===== src/hdl/ipid_pkg.sv =====
// shared constants, register codes and types of the incremental pid unit
package ipid_pkg;

    localparam int SAMPLE_BITS_DEF    = 16;
    localparam int GAIN_FRAC_BITS_DEF = 24;
    localparam int DUTY_BITS          = 16;
    localparam int CFG_IDX_BITS       = 4;

    localparam int SETPOINT_RST = 30553;
    localparam int GAIN_P_RST   = 4110418;
    localparam int GAIN_I_RST   = 38923;
    localparam int GAIN_D_RST   = 0;

    localparam logic [DUTY_BITS-1:0] STEP_LIMIT_RST = 16'd393;
    localparam logic [DUTY_BITS-1:0] DUTY_FLOOR_RST = 16'd19661;
    localparam logic [DUTY_BITS-1:0] DUTY_CEIL_RST  = 16'd58982;
    localparam logic [DUTY_BITS-1:0] DUTY_START_RST = 16'd44237;

    typedef enum logic [CFG_IDX_BITS-1:0] {
        CFG_SETPOINT     = 4'd0,
        CFG_GAIN_P       = 4'd1,
        CFG_GAIN_I       = 4'd2,
        CFG_GAIN_D       = 4'd3,
        CFG_STEP_LIMIT   = 4'd4,
        CFG_DUTY_FLOOR   = 4'd5,
        CFG_DUTY_CEILING = 4'd6,
        CFG_DUTY_START   = 4'd7
    } t_cfg_idx;

    typedef struct packed {
        logic [DUTY_BITS-1:0] step_limit;
        logic [DUTY_BITS-1:0] duty_floor;
        logic [DUTY_BITS-1:0] duty_ceiling;
    } t_duty_cfg;

    typedef struct packed {
        logic                 load;
        logic [DUTY_BITS-1:0] value;
    } t_duty_load;

endpackage


===== src/hdl/ipid_sample_if.sv =====
// stream interface carrying one feedback sample per transaction
interface ipid_sample_if import ipid_pkg::*; #(
    parameter int SAMPLE_BITS = SAMPLE_BITS_DEF
);
    logic                   valid;
    logic                   ready;
    logic [SAMPLE_BITS-1:0] sample;

    modport source (output valid, output sample, input ready);
    modport sink   (input valid, input sample, output ready);
endinterface


===== src/hdl/ipid_front.sv =====
// input register, error history and product register of the pid pipeline
module ipid_front import ipid_pkg::*; #(
    parameter int SAMPLE_BITS    = SAMPLE_BITS_DEF,
    parameter int GAIN_FRAC_BITS = GAIN_FRAC_BITS_DEF,
    localparam int PROD_BITS     = GAIN_FRAC_BITS + SAMPLE_BITS + 4
) (
    input  logic                        i_clk,
    input  logic                        i_rst_n,
    ipid_sample_if.sink                 i_in,
    input  logic [SAMPLE_BITS-1:0]      i_setpoint,
    input  logic [GAIN_FRAC_BITS-1:0]   i_gain_p,
    input  logic [GAIN_FRAC_BITS-1:0]   i_gain_i,
    input  logic [GAIN_FRAC_BITS-1:0]   i_gain_d,
    input  logic                        i_down_ready,
    output logic                        o_valid,
    output logic signed [PROD_BITS-1:0] o_prod_p,
    output logic signed [PROD_BITS-1:0] o_prod_i,
    output logic signed [PROD_BITS-1:0] o_prod_d
);

    logic                        r_in_valid;
    logic [SAMPLE_BITS-1:0]      r_sample;
    logic signed [SAMPLE_BITS:0] r_e1;
    logic signed [SAMPLE_BITS:0] r_e2;
    logic                        r_prod_valid;
    logic signed [PROD_BITS-1:0] r_prod_p;
    logic signed [PROD_BITS-1:0] r_prod_i;
    logic signed [PROD_BITS-1:0] r_prod_d;

    logic                          w_en_in;
    logic                          w_en_prod;
    logic signed [SAMPLE_BITS:0]   w_e;
    logic signed [SAMPLE_BITS+1:0] w_dp;
    logic signed [SAMPLE_BITS+2:0] w_dd;
    logic signed [GAIN_FRAC_BITS:0] w_gp;
    logic signed [GAIN_FRAC_BITS:0] w_gi;
    logic signed [GAIN_FRAC_BITS:0] w_gd;

    assign w_en_prod  = !r_prod_valid || i_down_ready;
    assign w_en_in    = !r_in_valid || w_en_prod;
    assign i_in.ready = w_en_in;

    assign w_e  = $signed({1'b0, i_setpoint}) - $signed({1'b0, r_sample});
    assign w_dp = (SAMPLE_BITS+2)'(w_e) - (SAMPLE_BITS+2)'(r_e1);
    assign w_dd = (SAMPLE_BITS+3)'(w_e) - ((SAMPLE_BITS+3)'(r_e1) <<< 1)
                + (SAMPLE_BITS+3)'(r_e2);

    assign w_gp = $signed({1'b0, i_gain_p});
    assign w_gi = $signed({1'b0, i_gain_i});
    assign w_gd = $signed({1'b0, i_gain_d});

    always_ff @(posedge i_clk) begin
        if (!i_rst_n) begin
            r_in_valid   <= 1'b0;
            r_prod_valid <= 1'b0;
            r_e1         <= '0;
            r_e2         <= '0;
        end else begin
            if (w_en_in) begin
                r_in_valid <= i_in.valid;
            end
            if (w_en_prod) begin
                r_prod_valid <= r_in_valid;
                // history moves once per transaction, whether applied or not
                if (r_in_valid) begin
                    r_e2 <= r_e1;
                    r_e1 <= w_e;
                end
            end
        end
    end

    always_ff @(posedge i_clk) begin
        if (w_en_in && i_in.valid) begin
            r_sample <= i_in.sample;
        end
        if (w_en_prod && r_in_valid) begin
            r_prod_p <= PROD_BITS'(w_gp) * PROD_BITS'(w_dp);
            r_prod_i <= PROD_BITS'(w_gi) * PROD_BITS'(w_e);
            r_prod_d <= PROD_BITS'(w_gd) * PROD_BITS'(w_dd);
        end
    end

    assign o_valid  = r_prod_valid;
    assign o_prod_p = r_prod_p;
    assign o_prod_i = r_prod_i;
    assign o_prod_d = r_prod_d;

endmodule


===== src/flat_wrapper.sv =====
// flat-port wrapper written by rule: the top's interface ports become plain ports
module ipid_front_flat import ipid_pkg::*;
#(
    parameter int SAMPLE_BITS    = SAMPLE_BITS_DEF,
    parameter int GAIN_FRAC_BITS = GAIN_FRAC_BITS_DEF,
    localparam int PROD_BITS     = GAIN_FRAC_BITS + SAMPLE_BITS + 4
)
  (i_clk, i_rst_n, i_setpoint, i_gain_p, i_gain_i, i_gain_d, i_down_ready, o_valid, o_prod_p, o_prod_i, o_prod_d, i_in_valid, i_in_sample, i_in_ready);
  ipid_sample_if #(.SAMPLE_BITS(SAMPLE_BITS)) i_in_i ();
  input  logic i_clk;
  input  logic i_rst_n;
  input  logic [SAMPLE_BITS-1:0] i_setpoint;
  input  logic [GAIN_FRAC_BITS-1:0] i_gain_p;
  input  logic [GAIN_FRAC_BITS-1:0] i_gain_i;
  input  logic [GAIN_FRAC_BITS-1:0] i_gain_d;
  input  logic i_down_ready;
  output logic o_valid;
  output logic signed [PROD_BITS-1:0] o_prod_p;
  output logic signed [PROD_BITS-1:0] o_prod_i;
  output logic signed [PROD_BITS-1:0] o_prod_d;
  input wire logic [$bits(i_in_i.valid)-1:0] i_in_valid;
  input wire logic [$bits(i_in_i.sample)-1:0] i_in_sample;
  output wire logic [$bits(i_in_i.ready)-1:0] i_in_ready;
  assign i_in_i.valid = i_in_valid;
  assign i_in_i.sample = i_in_sample;
  assign i_in_ready = i_in_i.ready;
  ipid_front #(.SAMPLE_BITS(SAMPLE_BITS), .GAIN_FRAC_BITS(GAIN_FRAC_BITS)) u_core (.i_clk(i_clk), .i_rst_n(i_rst_n), .i_in(i_in_i), .i_setpoint(i_setpoint), .i_gain_p(i_gain_p), .i_gain_i(i_gain_i), .i_gain_d(i_gain_d), .i_down_ready(i_down_ready), .o_valid(o_valid), .o_prod_p(o_prod_p), .o_prod_i(o_prod_i), .o_prod_d(o_prod_d));
endmodule

===== config.mk =====
export PLATFORM = sky130hd
export DESIGN_NAME = ipid_front_flat
export DESIGN_NICKNAME = d
export VERILOG_FILES = /design/src/hdl/ipid_pkg.sv /design/src/hdl/ipid_sample_if.sv /design/src/hdl/ipid_front.sv /design/src/flat_wrapper.sv
export SDC_FILE = /design/constraint.sdc
export NUM_CORES = 2
export LEC_CHECK = 0
export BUFFER_PORTS_ARGS = -buffer_cell sky130_fd_sc_hd__buf_4
export CAP_MARGIN = 30
export CORE_ASPECT_RATIO = 1.75
export CORE_MARGIN = 3
export CORE_UTILIZATION = 40
export DETAILED_ROUTE_END_ITERATION = 10
export PLACE_DENSITY = 0.56
export REMOVE_ABC_BUFFERS = 1
export SYNTH_ARGS = -nofsm -noshare
export SYNTH_HDL_FRONTEND = slang
export SYNTH_SLANG_ARGS = --single-unit
export TNS_END_PERCENT = 100

===== constraint.sdc =====
create_clock -name i_clk -period 15.2 [get_ports i_clk]
set_clock_uncertainty 0.05 [all_clocks]
set_input_delay 3.04 -clock i_clk [delete_from_list [all_inputs] [get_ports i_clk]]
set_output_delay 3.04 -clock i_clk [all_outputs]
set_load 0.03 [all_outputs]

Word level (Yosys, flattened, before mapping) --
Index checks and enable logic that the tools add are counted.
Storage, ports and cells: flip-flop bits (word level) 184, logic and storage cells 22, output and inout bits 134, input bits 108
Operators by class: reduce and logical (&&, ||, !) cells 7, add/subtract/negate cells 4, multipliers 3
Operators with widths (count):
- $mul 25x19->44 | 1
- $mul 25x18->43 | 1
- $mul 25x17->42 | 1
- $add 19x17->19 | 1
- $sub 17x18->19 | 1
- $sub 17x17->18 | 1
- $sub 16x16->17 | 1
- $logic_and 1x1->1 | 2
- $logic_not 1->1 | 2
- $logic_or 1x1->1 | 2
- $reduce_and 2->1 | 1

Depth between registers and ports, before layout --
depth after elaboration 4, depth in mapped cells 44, depth with buffers taken out 43

Least setup slack after synthesis --
Ideal clock, no wire load.
kind input -> register, start point input i_setpoint[0], end point register u_core.r_prod_d[41] (netlist: u_core.o_prod_d[41]), data pin, path slack 2.296 ns, cell stages on the path 41, setup time 0.258 ns, path buffers 3, required time 14.892 ns, data arrival time 12.596 ns, cells stage by stage inv_1 > ha_1 > inv_1 > fa_1 > a21o_1 > a21oi_2 > o21ai_1 > a31oi_2 > o21ai_1 > a2111oi_0 > a211o_2 > xnor2_2 > buf_2 > fa_1 > ha_1 > clkbuf_1 > nand4_1 > or2_0 > [5 not listed] > fa_1 > fa_1 > inv_1 > fa_1 > fa_1 > fa_1 > fa_1 > fa_1 > ha_1 > nand2_1 > nor4_1 > a22oi_1 > a311oi_1 > o21ai_0 > a31oi_1 > a21o_1 > a21oi_1 > xnor2_1
On the way: longest elaborated chain between the ends 4
RTL lines:
- from (decl) | RTL line flat_wrapper.sv:12 | input logic [SAMPLE_BITS-1:0] i_setpoint;
- $sub 16x16->17 | RTL line ipid_front.sv:43 | assign w_e = $signed({1'b0, i_setpoint}) - $signed({1'b0, r_sample});
- net u_core.w_e[14] | RTL line ipid_front.sv:32 | logic signed [SAMPLE_BITS:0] w_e;
- $sub 17x18->19 | RTL line ipid_front.sv:45 | assign w_dd = (SAMPLE_BITS+3)'(w_e) - ((SAMPLE_BITS+3)'(r_e1) <<< 1)
- $add 19x17->19 | RTL line ipid_front.sv:46 | + (SAMPLE_BITS+3)'(r_e2);
- $mul 25x19->44 | RTL line ipid_front.sv:80 | r_prod_d <= PROD_BITS'(w_gd) * PROD_BITS'(w_dd);
- to (signal assigned) | RTL line ipid_front.sv:80
- to (decl) | RTL line ipid_front.sv:28 | logic signed [PROD_BITS-1:0] r_prod_d;
The timed path passes the listed nets, and every way through them passes these cells. A chain may end at the register's enable or synchronous reset.

Worst setup path after layout --
start point input i_setpoint[0], end point register u_core.r_prod_d[41] (netlist: u_core.o_prod_d[41]), data pin
On the way: longest elaborated chain between the ends 4
RTL lines (RTL line):
- $sub 16x16->17 | ipid_front.sv:43
- $sub 17x18->19 | ipid_front.sv:45
- $add 19x17->19 | ipid_front.sv:46
- $mul 25x19->44 | ipid_front.sv:80
Every way passes these cells.

==> metrics.md <==
| Metric | Value |
|---|---|
| Most Frequent Cell on Critical Path | `fa_1` |
| Clock Latency Late Sink | `between 0.5 and 0.6 ns` |
| Cell Area, Placed | `about 55,000 um^2` |
| Share of cells above drive strength 1 | `just under 8%` |
| Worst flop-to-flop path startpoint | `u_core.r_sample[0]` |
| Setup TNS Final | `0 ns` |
| I/O pin total | `about 240` |
| Post-Syn Instances | `~5,500` |
| Crit Reg-Reg Endpoint | `u_core.o_prod_d[41]` |
| Max transition margin | `31.72%` |
| Via count | `37,410` |
| Crit path required time | `15.44 ns` |
| Worst-path clk slew | `~0.09 ns` |
| Initial Util | `about two fifths` |
| Num CTS Buffers | `17` |
| Largest area contributor in the netlist | `fa_1` |
| HP Class | `flop to flop` |
| Syn Area/Cell | `roughly 9 um^2` |
| CTS resizes | `0` |
| Largest family of logic cells by synthesized area | `adder cells` |
| Post-synth top area share | `a little over two fifths` |
| HPWL Detailed | `118,800 um` |
| Antenna violations before repair | `7` |
| Worst slew pin tran | `between 1 and 1.5 ns` |
| Die width | `275.8 um` |
| YS warnings | `0` |
| Most used flip-flop cell after synthesis | `edfxtp_1` |
| Clk buf depth | `2` |
| # nets final | `~7,300` |
| Fin. max-slew vios | `0` |
| Area occupied by multi-input gates | `~41,000 um^2` |
| Hold-fix buffers, CTS | `0` |
| CP max-delay cell | `nor3_2` |
| Post-synth ARST share | `0%` |
| Synth Area in Simple Gates | `approximately 16%` |
| Period utilization | `between 80% and 90%` |
| DRC violations left | `0` |
| Tmin final | `around 14 ns` |
| Hold Violations, Final | `0` |
| Core region area | `around 130,000 um^2` |
| Register area | `~5000 um^2` |
| Pin count of the biggest net entering global routing | `98` |
| Clock root cell | `clkbuf_16` |
| CP startpoint | `i_setpoint[0]` |
| Seq cells post-synth | `181` |
| Multiplexer share of the synthesized area | `0%` |
| Crit path DAT | `13.83 ns` |
| Crit path kind | `input pin to flop` |
| WL final | `roughly 140,000 um` |
| Worst Reg-to-Reg Cells | `36` |
| R2R Setup Slk | `between 3 and 4 ns` |
| Row count | `~170` |
| CP max stage delay | `around 0.76 ns` |
| Initial drt markers | `approximately 1,700` |
| Number of synthesized flops with an enable pin | `approximately 150` |
| Cell with the most instances after synthesis | `inv_1` |
| RSZ-0062 raised after global routing | `no` |
| Global route overflow | `0` |
| Top cells by count, synth | `inv_1, fa_1, nand2_1, ha_1, and2_1` |
| GPL Wtd Cong | `between 0.9 and 1` |
| Mapped Area | `approximately 51,000 um^2` |
| Adder-cell area share of the yosys netlist | `between 50 and 60%` |
| Worst setup EP type | `flop` |
| Clock H-tree levels | `4` |
| CTS tree | `yes` |
| Crit start category | `input pin` |
| Status | `finished clean` |
| Top cells by area, synth | `fa_1, ha_1, inv_1` |
| Post-synth cell types | `between 80 and 90` |
| First-pass GRT wire length | `227,700 um` |
| Die Span Y | `~480 um` |
| Final instance area | `between 50,000 and 60,000 um^2` |
| Max-capacitance violation count | `0` |
| Final setup viols | `0` |
| First-pass DRT Iterations | `7` |
| FMAX | `73.57 MHz` |
| Vias in the first global route | `between 40,000 and 50,000` |
| Synthesis-to-layout area growth | `8.779%` |
| Worst Setup EP | `u_core.o_prod_d[41]` |
| FILL cells | `approximately 13,000` |
| Post-CTS Setup Bufs | `0` |
| Worst-path fanout max | `14` |
| Port Buffer Count | `241` |
| Drt via density | `approximately 5.2` |
| Synth Area in Compound Gates | `~6%` |
| Synth Area in XOR/XNOR | `around 2.7%` |
| Full die area | `between 100,000 and 150,000 um^2` |
| Gr usage total | `a little under a quarter` |
| CTS sink count | `approximately 180` |
| Post-route ant nets | `0` |
| Drt wl/cell | `between 15 and 20 um` |
| Sequential element share of the synthesized area | `around a tenth` |
==> worst min path at each step <==
| stage | slack (ns) | depth (start not counted) | startpoint | end |
|---|---|---|---|---|
| after global placement | 0.41 | 2 | u_core.r_e2[0] | u_core.r_e2[0] |
| after CTS | 0.42 | 2 | u_core.r_e1[15] | u_core.r_e2[15] |
| after global routing | 0.45 | 2 | u_core.r_e1[15] | u_core.r_e2[15] |
| final | 0.41 | 2 | u_core.r_e1[15] | u_core.r_e2[15] |
| after floorplan | 0.40 | 2 | u_core.r_e2[0] | u_core.r_e2[0] |
| after detailed placement | 0.41 | 2 | u_core.r_e2[0] | u_core.r_e2[0] |
==> worst max-delay path: cells and delay by family <==
family                     cells  cell delay, ns
adders and majority gates     12            5.29
AOI/OAI and AO/OA             13            2.81
and+or+nand+nor                7            2.06
xor gates and xnor gates       2            0.35
buffers and inverters          4            0.26
==> stage by stage <==
stage,setup slack (ns),std cells,hold slack (ns),utilization [%]
after detailed placement,1.074,7217,0.4143,43.41
final,1.608,7256,0.4109,43.96
after global routing,0.9198,7252,0.4540,43.95
after global placement,1.016,7213,0.4075,43.33
after CTS,1.673,7249,0.4215,43.90
after floorplan,1.418,5268,0.3972,-
==> cells in the final DEF, fill, tap and decap left out, types with 62 or more instances in the layout <==
master    synthesis  final
xnor2_1         116     83
inv_1          1210   1210
buf_4             3    292
o21ai_0          62     62
nand2b_1        101    101
nand2_1         892    892
nor2_1           92     92
and2_1          385    385
edfxtp_1        145    145
fa_1           1073   1072
ha_1            510    510
a21o_1           70     70
a21oi_1         147    146
==> metal layers <==
layer	up-vias	global-route usage [%]	share of wire, %
met5	-	0	0.028
met4	6	8.342	4.0
met3	289	2.874	3.9
met2	854	44.33	57
met1	19550	24.07	35
li1	16710	-	-
==> flip-flops by register name (all words and copies together) (netlist names) <==
signal and flops:
u_core.o_prod_p 43, u_core.r_sample 16, u_core.o_prod_d 44, u_core.r_e2 17
u_core.r_e1 17, u_core.o_prod_i 42, u_core.r_in_valid 1, u_core.o_valid 1
==> cell type report <==
| class | instances | share of cell area [%] |
|---|---|---|
| Inverter | 1211 | 8.208 |
| Antenna cell | 4 | 0.01805 |
| Clock inverter | 13 | 0.2866 |
| Timing Repair Buffer | 299 | 4.238 |
| Tap cell | 1653 | 3.731 |
| Sequential cell | 181 | 9.154 |
| Multi-Input combinational cell | 3876 | 73.53 |
| Clock buffer | 19 | 0.8373 |
==> logic make-up after synthesis <==
group | after synthesis
AOI/OAI and AO/OA | 471
xor gates and xnor gates | 157
adders and majority gates | 1583
buffers and inverters | 1469
DFF | 181
and+or+nand+nor | 1665
Power is not shown: default switching activity piles up to over one toggle a cycle in this logic, so the estimate is an artifact.
