===== config.mk =====
export PLATFORM = sky130hd
export DESIGN_NAME = ipid_cfg
export DESIGN_NICKNAME = d
export VERILOG_FILES = /design/src/hdl/ipid_pkg.sv /design/src/hdl/ipid_cfg.sv
export SDC_FILE = /design/constraint.sdc
export NUM_CORES = 1
export LEC_CHECK = 0
export ABC_AREA = 1
export CELL_PAD_IN_SITES_DETAIL_PLACEMENT = 1
export CELL_PAD_IN_SITES_GLOBAL_PLACEMENT = 1
export CORE_MARGIN = 3
export CORE_UTILIZATION = 40
export DETAILED_ROUTE_END_ITERATION = 10
export DONT_BUFFER_PORTS = 1
export MAX_ROUTING_LAYER = met4
export PLACE_DENSITY = 0.84
export SETUP_SLACK_MARGIN = 0.4
export SYNTH_ARGS = -nofsm -noshare
export SYNTH_HDL_FRONTEND = slang
export SYNTH_SLANG_ARGS = --single-unit

===== constraint.sdc =====
create_clock -name i_clk -period 1.4 [get_ports i_clk]
set_input_delay 0.28 -clock i_clk [delete_from_list [all_inputs] [get_ports i_clk]]
set_output_delay 0.28 -clock i_clk [all_outputs]
set_load 0.1 [all_outputs]

===== src/hdl/ipid_pkg.sv =====
// shared constants, register codes and types of the incremental pid unit
package ipid_pkg;

    localparam int SAMPLE_BITS_DEF    = 16;
    localparam int GAIN_FRAC_BITS_DEF = 24;
    localparam int DUTY_BITS          = 16;
    localparam int CFG_IDX_BITS       = 4;

    localparam int SETPOINT_RST = 30553;
    localparam int GAIN_P_RST   = 4110418;
    localparam int GAIN_I_RST   = 38923;
    localparam int GAIN_D_RST   = 0;

    localparam logic [DUTY_BITS-1:0] STEP_LIMIT_RST = 16'd393;
    localparam logic [DUTY_BITS-1:0] DUTY_FLOOR_RST = 16'd19661;
    localparam logic [DUTY_BITS-1:0] DUTY_CEIL_RST  = 16'd58982;
    localparam logic [DUTY_BITS-1:0] DUTY_START_RST = 16'd44237;

    typedef enum logic [CFG_IDX_BITS-1:0] {
        CFG_SETPOINT     = 4'd0,
        CFG_GAIN_P       = 4'd1,
        CFG_GAIN_I       = 4'd2,
        CFG_GAIN_D       = 4'd3,
        CFG_STEP_LIMIT   = 4'd4,
        CFG_DUTY_FLOOR   = 4'd5,
        CFG_DUTY_CEILING = 4'd6,
        CFG_DUTY_START   = 4'd7
    } t_cfg_idx;

    typedef struct packed {
        logic [DUTY_BITS-1:0] step_limit;
        logic [DUTY_BITS-1:0] duty_floor;
        logic [DUTY_BITS-1:0] duty_ceiling;
    } t_duty_cfg;

    typedef struct packed {
        logic                 load;
        logic [DUTY_BITS-1:0] value;
    } t_duty_load;

endpackage


===== src/hdl/ipid_cfg.sv =====
// configuration register file of the incremental pid unit
module ipid_cfg import ipid_pkg::*; #(
    parameter int SAMPLE_BITS    = SAMPLE_BITS_DEF,
    parameter int GAIN_FRAC_BITS = GAIN_FRAC_BITS_DEF,
    parameter int CFG_DATA_BITS  = GAIN_FRAC_BITS_DEF
) (
    input  logic                      i_clk,
    input  logic                      i_rst_n,
    input  logic                      i_cfg_we,
    input  logic [CFG_IDX_BITS-1:0]   i_cfg_idx,
    input  logic [CFG_DATA_BITS-1:0]  i_cfg_data,
    output logic [SAMPLE_BITS-1:0]    o_setpoint,
    output logic [GAIN_FRAC_BITS-1:0] o_gain_p,
    output logic [GAIN_FRAC_BITS-1:0] o_gain_i,
    output logic [GAIN_FRAC_BITS-1:0] o_gain_d,
    output t_duty_cfg                 o_duty_cfg,
    output t_duty_load                o_duty_load
);

    logic [SAMPLE_BITS-1:0]    r_setpoint;
    logic [GAIN_FRAC_BITS-1:0] r_gain_p;
    logic [GAIN_FRAC_BITS-1:0] r_gain_i;
    logic [GAIN_FRAC_BITS-1:0] r_gain_d;
    t_duty_cfg                 r_duty_cfg;

    always_ff @(posedge i_clk) begin
        if (!i_rst_n) begin
            r_setpoint              <= SAMPLE_BITS'(SETPOINT_RST);
            r_gain_p                <= GAIN_FRAC_BITS'(GAIN_P_RST);
            r_gain_i                <= GAIN_FRAC_BITS'(GAIN_I_RST);
            r_gain_d                <= GAIN_FRAC_BITS'(GAIN_D_RST);
            r_duty_cfg.step_limit   <= STEP_LIMIT_RST;
            r_duty_cfg.duty_floor   <= DUTY_FLOOR_RST;
            r_duty_cfg.duty_ceiling <= DUTY_CEIL_RST;
        end else if (i_cfg_we) begin
            case (i_cfg_idx)
                CFG_SETPOINT:     r_setpoint              <= i_cfg_data[SAMPLE_BITS-1:0];
                CFG_GAIN_P:       r_gain_p                <= i_cfg_data[GAIN_FRAC_BITS-1:0];
                CFG_GAIN_I:       r_gain_i                <= i_cfg_data[GAIN_FRAC_BITS-1:0];
                CFG_GAIN_D:       r_gain_d                <= i_cfg_data[GAIN_FRAC_BITS-1:0];
                CFG_STEP_LIMIT:   r_duty_cfg.step_limit   <= i_cfg_data[DUTY_BITS-1:0];
                CFG_DUTY_FLOOR:   r_duty_cfg.duty_floor   <= i_cfg_data[DUTY_BITS-1:0];
                CFG_DUTY_CEILING: r_duty_cfg.duty_ceiling <= i_cfg_data[DUTY_BITS-1:0];
                default: begin
                end
            endcase
        end
    end

    // the start value itself only matters as a load into the duty state
    assign o_duty_load.load  = i_cfg_we && (i_cfg_idx == CFG_DUTY_START);
    assign o_duty_load.value = i_cfg_data[DUTY_BITS-1:0];

    assign o_setpoint = r_setpoint;
    assign o_gain_p   = r_gain_p;
    assign o_gain_i   = r_gain_i;
    assign o_gain_d   = r_gain_d;
    assign o_duty_cfg = r_duty_cfg;

endmodule


==> Yosys cells after proc, flatten, opt, wreduce, memory -nomap -nowiden <==
Cells that the tools add are included.
{ "totals": {"wordCells": 23, "output_inout_bits": 153, "inputBits": 31, "register_bits": 136} }
{ "classes": {"eq_ne": 7, "n_reduce_logical": 9} }
{ "ops": {"columns": ["op", "count"], "rows": [
  ["$eq 4x3->1 const B", 4],
  ["$reduce_and 2->1", 7],
  ["$eq 4x2->1 const B", 2],
  ["$eq 4x1->1 const B", 1],
  ["$logic_not 4->1", 1],
  ["$logic_and 1x1->1", 1]
]} }

==> Logic depth before layout (Yosys ltp) <==
Gate-level depths: netlist of the first run.
{ "depth": {"depth_word": 2, "mapped_depth": 8, "depth_no_buf": 6} }

==> Least setup slack after synthesis of the first run <==
OpenSTA, ideal clock, no wires.
{ "synth_timing": {"path_type": "input-to-output", "start": "input i_cfg_we", "end": "output o_duty_load[16] (netlist name)", "n_path_buf": 2, "path_slack_ns": -0.874, "path_stages": 4, "arrival_time_ns": 1.994, "cell_sequence": "buf_4 nand3_2 clkbuf_1 nor2_1"} }
{ "synth_lines": {"columns": ["item", "line_no", "text"], "rows": [
  ["start: declaration", "ipid_cfg.sv:9", "input logic i_cfg_we,"],
  ["end: declaration", "ipid_cfg.sv:17", "output t_duty_load o_duty_load"]
]} }

==> Worst setup path in the final report of the first run <==
{ "layout_timing": {"start": "register r_gain_i[0] (netlist: o_gain_i[0])", "end": "output o_gain_i[0]"} }
{ "layout_lines": {"columns": ["item", "line_no", "text"], "rows": [
  ["start: declaration", "ipid_cfg.sv:22", "logic [GAIN_FRAC_BITS-1:0] r_gain_i;"],
  ["start signal: assignment", "ipid_cfg.sv:30", "r_gain_i <= GAIN_FRAC_BITS'(GAIN_I_RST);"],
  ["start signal: assignment", "ipid_cfg.sv:39", "CFG_GAIN_I: r_gain_i <= i_cfg_data[GAIN_FRAC_BITS-1:0];"],
  ["end: declaration", "ipid_cfg.sv:14", "output logic [GAIN_FRAC_BITS-1:0] o_gain_i,"]
]} }
No word-level cell between the ends.

==> results of run 1 <==
[kinds of logic (layout without fill, tap and decap cells)]
family | after synthesis | in the layout | synth area share
compound gates | 17 | 17 | 0.0154
buf+inv | 120 | 117 | 0.110
flops | 136 | 136 | 0.493
simple gates | 499 | 499 | 0.382
[flip-flops by register name (all words and copies together) (netlist names)]
signal      count
o_gain_p       24
o_gain_d       24
o_duty_cfg     48
o_gain_i       24
o_setpoint     16
[what timing repair did]
item | CTS | global route
endpoints found under the setup margin | 181 | 138
buffers inserted | 1 | 0
hold endpoints to repair | 132 | 98
pin swaps | 2 | 3
hold buffers | 1 | 2
gates resized for setup | 153 | 4
[path summary, 6_finish.rpt]
kind / start / end / slack, ns / cells past startpoint
worst max-delay path: o_gain_i[0] / o_gain_i[0] / 0.15 / 0
worst min-delay path: i_rst_n / o_gain_p[17] / -0.06 / 1
worst max register to register: o_gain_d[13] / o_gain_d[13] / 0.46 / 4
worst min register to register: o_duty_cfg[1] / o_duty_cfg[1] / 0.50 / 2
[per-layer routing]
layer	vias to the layer above	GRT usage	share of wire	wire length [um]
met5	-	-	0	0
met4	0	0.102	0.035	675
met3	50	0.101	0.084	1630
met2	205	0.432	0.50	9720
met1	2436	0.289	0.38	7270
li1	2335	-	-	-
[power breakdown]
part           leakage (nW)  switching, mW  internal (mW)
logic                  1.55          0.300          0.154
clock network         0.311           1.72           3.24
registers              1.16          0.655           3.78
[cell type report]
type / count / area share
Sequential cell: 136 / 0.465
Multi-Input combinational cell: 516 / 0.321
Clock buffer: 19 / 0.0655
Timing Repair Buffer: 26 / 0.0546
Inverter: 59 / 0.0338
Tap cell: 176 / 0.0318
Clock inverter: 13 / 0.0289
[layout by cell type, fill, tap and decap left out, drive strengths merged]
cell type      n
dlygate4sd3    3
clkbuf        19
nand4         31
bufinv         5
inv           57
nor2         184
clkinvlp       4
nand2        229
clkinv         6
nand3b         1
o21ai         17
nand3         54
buf           23
dfxtp        136
[stage by stage]
step	setup slack [ns]	instance area (um2)	power [mW]	TNS, ns	utilization
finish	0.149	6920	9.85	0	0.516
global route	0.116	6920	10.2	0	0.516
CTS	0.128	6890	9.92	0	0.514
detailed placement	0.143	5790	5.13	0	0.432
global placement	0.191	5790	5.10	0	0.432
floorplan	-0.00699	5770	5.30	-0.00699	-
==> run summary, run 1 <==
number of flops mapped to enable cells by yosys: 0
Die X: 124 um
run status: finished, violations left
VDD IR max: 0.000784 V
area occupied by multi-input gates: 2220 um2
DP Wirelength: 12800 um
CTS Buffer Depth: 2
top cells by area, synth: dfxtp_1 (49%), nand2_1 (15%), nor2_1 (12%), nand3_1 (4.7%), inv_1 (3.7%)
Post-Layout Cell Count: 945
CTS tree: yes
Final Critical Period: 1.25 ns
RSZ-0062 raised after global routing: true
gr ovfl total: 0
Detail Route Antenna Nets: 0
Pwr Density: 1420 nW/um2
final hold violation count: 36
hold_ws: -0.0551 ns
row count: 42
Min-Delay Path Class: in -> reg
mapped cell area: 5530 um2
Num Clock Sinks: 136
Async SR Flop Fraction: 0
die extent in y: 124 um
Synth Register Bits: 136
failing checks: hold timing
final setup skew: 0 ns
Ys Warns: 0
crit end category: output pin
Max Transition Viols Final: 0
initial antenna violation count: 0
placed cells: 909
clock slew at reported path FFs: 0.06 ns
data required time of the worst path: 1.12 ns
root buf cell: clkbuf_16
worst rel slew slack: 0.766
Initial Util: 0.412
Yosys top cell by area: dfxtp_1
First-pass DRT Iterations: 4
Reg area: 3210 um2
Via Count: 5026
Worst Path Class, Setup: reg -> out
CP max FO: 2
max-cap viol count: 0
Vias/cell: 5.32
post-synth top area share: 0.493
Tcrit/Tclk final: 0.893
wire per inst: 20.4 um
Synth Flop Type: dfxtp_1
Worst-Margin Slew: 0.350 ns
First DRT Iteration DRCs: 354
gr usage total: 0.263
Startpoint Class: register
cell with the most instances after synthesis: nand2_1
largest net degree at the start of global routing: 137
CP arrival: 0.97 ns
DRC: 0
fmax: 0.799 GHz
first-pass GRT wire length: 29100 um
Synth Area per Inst: 7.16 um2
Yosys cell types: 21
Routed WL: 19300 um
IO Pins: 184
H-tree depth: 4
CTS Buf Count: 17
nets@finish: 787
core area: 13400 um2
Placer Congestion: 0.851
top cells by count, synth: nand2_1 (227), nor2_1 (176), dfxtp_1 (136)
Final setup violation count: 0
leakage: 3.02 nW
die area: 15300 um2
Worst-Skew Late Latency: 0.42 ns
layout cell share with drive strength beyond 1: 0.272
Mapped Nets: 803
# diodes: 0
filler cell count: 1614
synthesized instance count: 772
I/O Buffers: 0
number of global-route vias before repair: 5201
Area growth syn-to-layout: 25.2%
sequential-to-total area share from yosys stat: 0.493
Note: power is estimated with default switching activity, not from simulation.
==> inputs of run 2 (changes only) <==
--- a/config.mk
+++ b/config.mk
@@ -5,7 +5,6 @@
 export SDC_FILE = /design/constraint.sdc
 export NUM_CORES = 1
 export LEC_CHECK = 0
-export ABC_AREA = 1
 export CELL_PAD_IN_SITES_DETAIL_PLACEMENT = 1
 export CELL_PAD_IN_SITES_GLOBAL_PLACEMENT = 1
 export CORE_MARGIN = 3
@@ -13,7 +12,7 @@
 export DETAILED_ROUTE_END_ITERATION = 10
 export DONT_BUFFER_PORTS = 1
 export MAX_ROUTING_LAYER = met4
-export PLACE_DENSITY = 0.84
+export PLACE_DENSITY = 0.8
 export SETUP_SLACK_MARGIN = 0.4
 export SYNTH_ARGS = -nofsm -noshare
 export SYNTH_HDL_FRONTEND = slang
==> run 2 against run 1 <==
Net effect: the flow now finishes without violations; hold slack improved by 0.082 ns; sequential power is 6.5% lower; total power decreased by 7.2%; sequential cell count unchanged; clock skew stayed put; critical path depth is 2 higher; sequential share of layout area fell by 2.2 points; die area shrank 5.2%; utilization grew 5.2 points; clock-buffer cell count is 1 higher; via count decreased by 20%; highest routed layer unchanged; final cell count is 22% lower.
==> run summary, run 2 <==
number of flops mapped to enable cells by yosys: 0
Synth Register Bits: 136
CTS Buf Count: 17
initial antenna violation count: 0
Final Critical Period: 1.27 ns
top cells by area, synth: dfxtp_1 (52%), mux2i_1 (19%), nand2_1 (8.2%), o211ai_1 (4.0%), o21ai_0 (3.4%)
crit-path cells: dlygate4sd3_1, o211ai_1
die extent in y: 120 um
Worst-Margin Slew: 0.631 ns
Die X: 120 um
Final WS setup: 0.130 ns
worst hold path startpoint: i_cfg_data[18]
Yosys top cell by area: dfxtp_1
Yosys cell types: 20
DP Wirelength: 10900 um
CTS tree: yes
Tcrit/Tclk final: 0.907
DRC: 0
Via Count: 4017
sequential-to-total area share from yosys stat: 0.521
post-placement cell area: 5700 um2
Routed WL: 17700 um
Min-Delay Path Class: in -> reg
worst r2r src: o_duty_cfg[26]
mapped cell area: 5220 um2
final hold violation count: 0
Async SR Flop Fraction: 0
most frequent cells in the layout: dfxtp_4 (115), nand2_1 (112), mux2i_1 (95), buf_12 (30), o211ai_1 (28)
top cells by count, synth: dfxtp_1 (136), nand2_1 (114), mux2i_1 (100)
First DRT Iteration DRCs: 260
row count: 41
data required time of the worst path: 1.64 ns
filler cell count: 1303
Initial Util: 0.412
Worst Path Class, Setup: in -> reg
Vias/cell: 5.43
fmax: 0.787 GHz
gr usage total: 0.250
reg-to-reg endpoint: o_duty_cfg[26]
commonest non-fill, non-tap cell in the layout: dfxtp_4
final core utilization: 0.568
worst reg2reg path depth: 2
Num Clock Sinks: 136
IO Pins: 184
core area: 12700 um2
area occupied by multi-input gates: 2220 um2
wire per inst: 23.9 um
Pwr Density: 1270 nW/um2
I/O Buffers: 0
Max Transition Viols Final: 0
VDD IR max: 0.000761 V
final setup skew: 0 ns
first-pass GRT wire length: 26800 um
max-cap viol count: 0
root buf cell: clkbuf_16
H-tree depth: 4
Place WS: -0.132 ns
Area growth syn-to-layout: 37.7%
final instance area: 7190 um2
Largest register FFs: 48
die area: 14500 um2
CP arrival: 1.51 ns
Final setup violation count: 0
CP max FO: 157
Synth Area per Inst: 9.74 um2
post-synth top area share: 0.521
crit end category: register
Worst-Skew Late Latency: 0.41 ns
largest net degree at the start of global routing: 171
layout cell share with drive strength beyond 1: 0.421
# diodes: 0
leakage: 2.95 nW
hold path depth: 2
synthesized instance count: 536
Crit path largest cell delay: 0.97 ns
run status: completed
Mapped Nets: 567
Bufs and invs on worst path: 1
slowest CP cell: dlygate4sd3_1
Reg area: 3180 um2
cell with the most instances after synthesis: dfxtp_1
number of global-route vias before repair: 4396
First-pass DRT Iterations: 5
hold endpoint: o_gain_p[18]
clock slew at reported path FFs: 0.06 ns
Synth Flop Type: dfxtp_1
Detail Route Antenna Nets: 0
internal reg-to-reg setup slack: 0.46 ns
gr ovfl total: 0
CTS Buffer Depth: 2
worst rel slew slack: 0.578
RSZ-0062 raised after global routing: true
Ys Warns: 0
Placer Congestion: 0.815
nets@finish: 586
delay-heaviest family, CP: buffers and inverters
Startpoint Class: primary input
## run 2: layout make-up
class / instances / share of cell area
clock buffer: 20 / 0.0621
tap: 172 / 0.0299
timing repair buffer: 56 / 0.130
sequential: 136 / 0.442
multi-input combinational: 331 / 0.309
clock inverter: 12 / 0.0198
inverter: 13 / 0.00678
## run 2: metrics by stage
stage                     hold slack (ns)  std cells  setup TNS [ns]  power [mW]
after global routing               0.0106        740               0        9.47
after CTS                         -0.0443        736               0        9.19
after global placement              0.380        691           -2.30        4.81
final                              0.0269        740               0        9.14
after detailed placement            0.381        691           -3.79        4.83
after floorplan                     0.428        536           -2.24        5.00
## run 2: worst max-delay path by stage
stage                 startpoint               to  slack, ns  depth (start not counted)
finish                   i_rst_n      o_gain_i[3]       0.13                          2
global route        o_gain_i[23]     o_gain_i[23]       0.13                          0
CTS                 o_gain_i[23]     o_gain_i[23]       0.15                          0
detailed placement  i_cfg_idx[3]      o_gain_d[0]      -0.13                          5
global placement    i_cfg_idx[3]    o_setpoint[7]      -0.08                          4
floorplan           i_cfg_idx[3]  o_duty_load[16]      -0.12                          4
## run 2: repair_timing
action	CTS	global route
endpoints found under the hold margin	32	14
cloned	5	0
setup endpoints to repair	210	218
buffers inserted	8	3
pin swaps	2	5
resized for setup	197	18
## run 2: power breakdown
group | leakage, nW | switching [mW] | internal [mW] | total, mW
clock network | 0.274 | 1.78 | 2.70 | 4.48
logic | 1.52 | 0.321 | 0.197 | 0.519
registers | 1.16 | 0.389 | 3.75 | 4.14
total | 2.95 | 2.49 | 6.64 | 9.14
## run 2: logic make-up (layout without fill, tap and decap cells)
family          count (synthesis)  in the layout  share of synthesized area
simple gates                  167            167                      0.144
flops                         136            136                      0.521
mux                           100            100                      0.192
buf+inv                        69            101                     0.0683
compound gates                 64             64                     0.0752
## run 2: routing by layer
layer	vias to the layer above	track usage	routed length [um]
met3	24	0.0739	1160
li1	1824	-	-
met4	0	0.0829	329
met2	154	0.421	9140
met1	2015	0.288	7020
met5	-	-	0
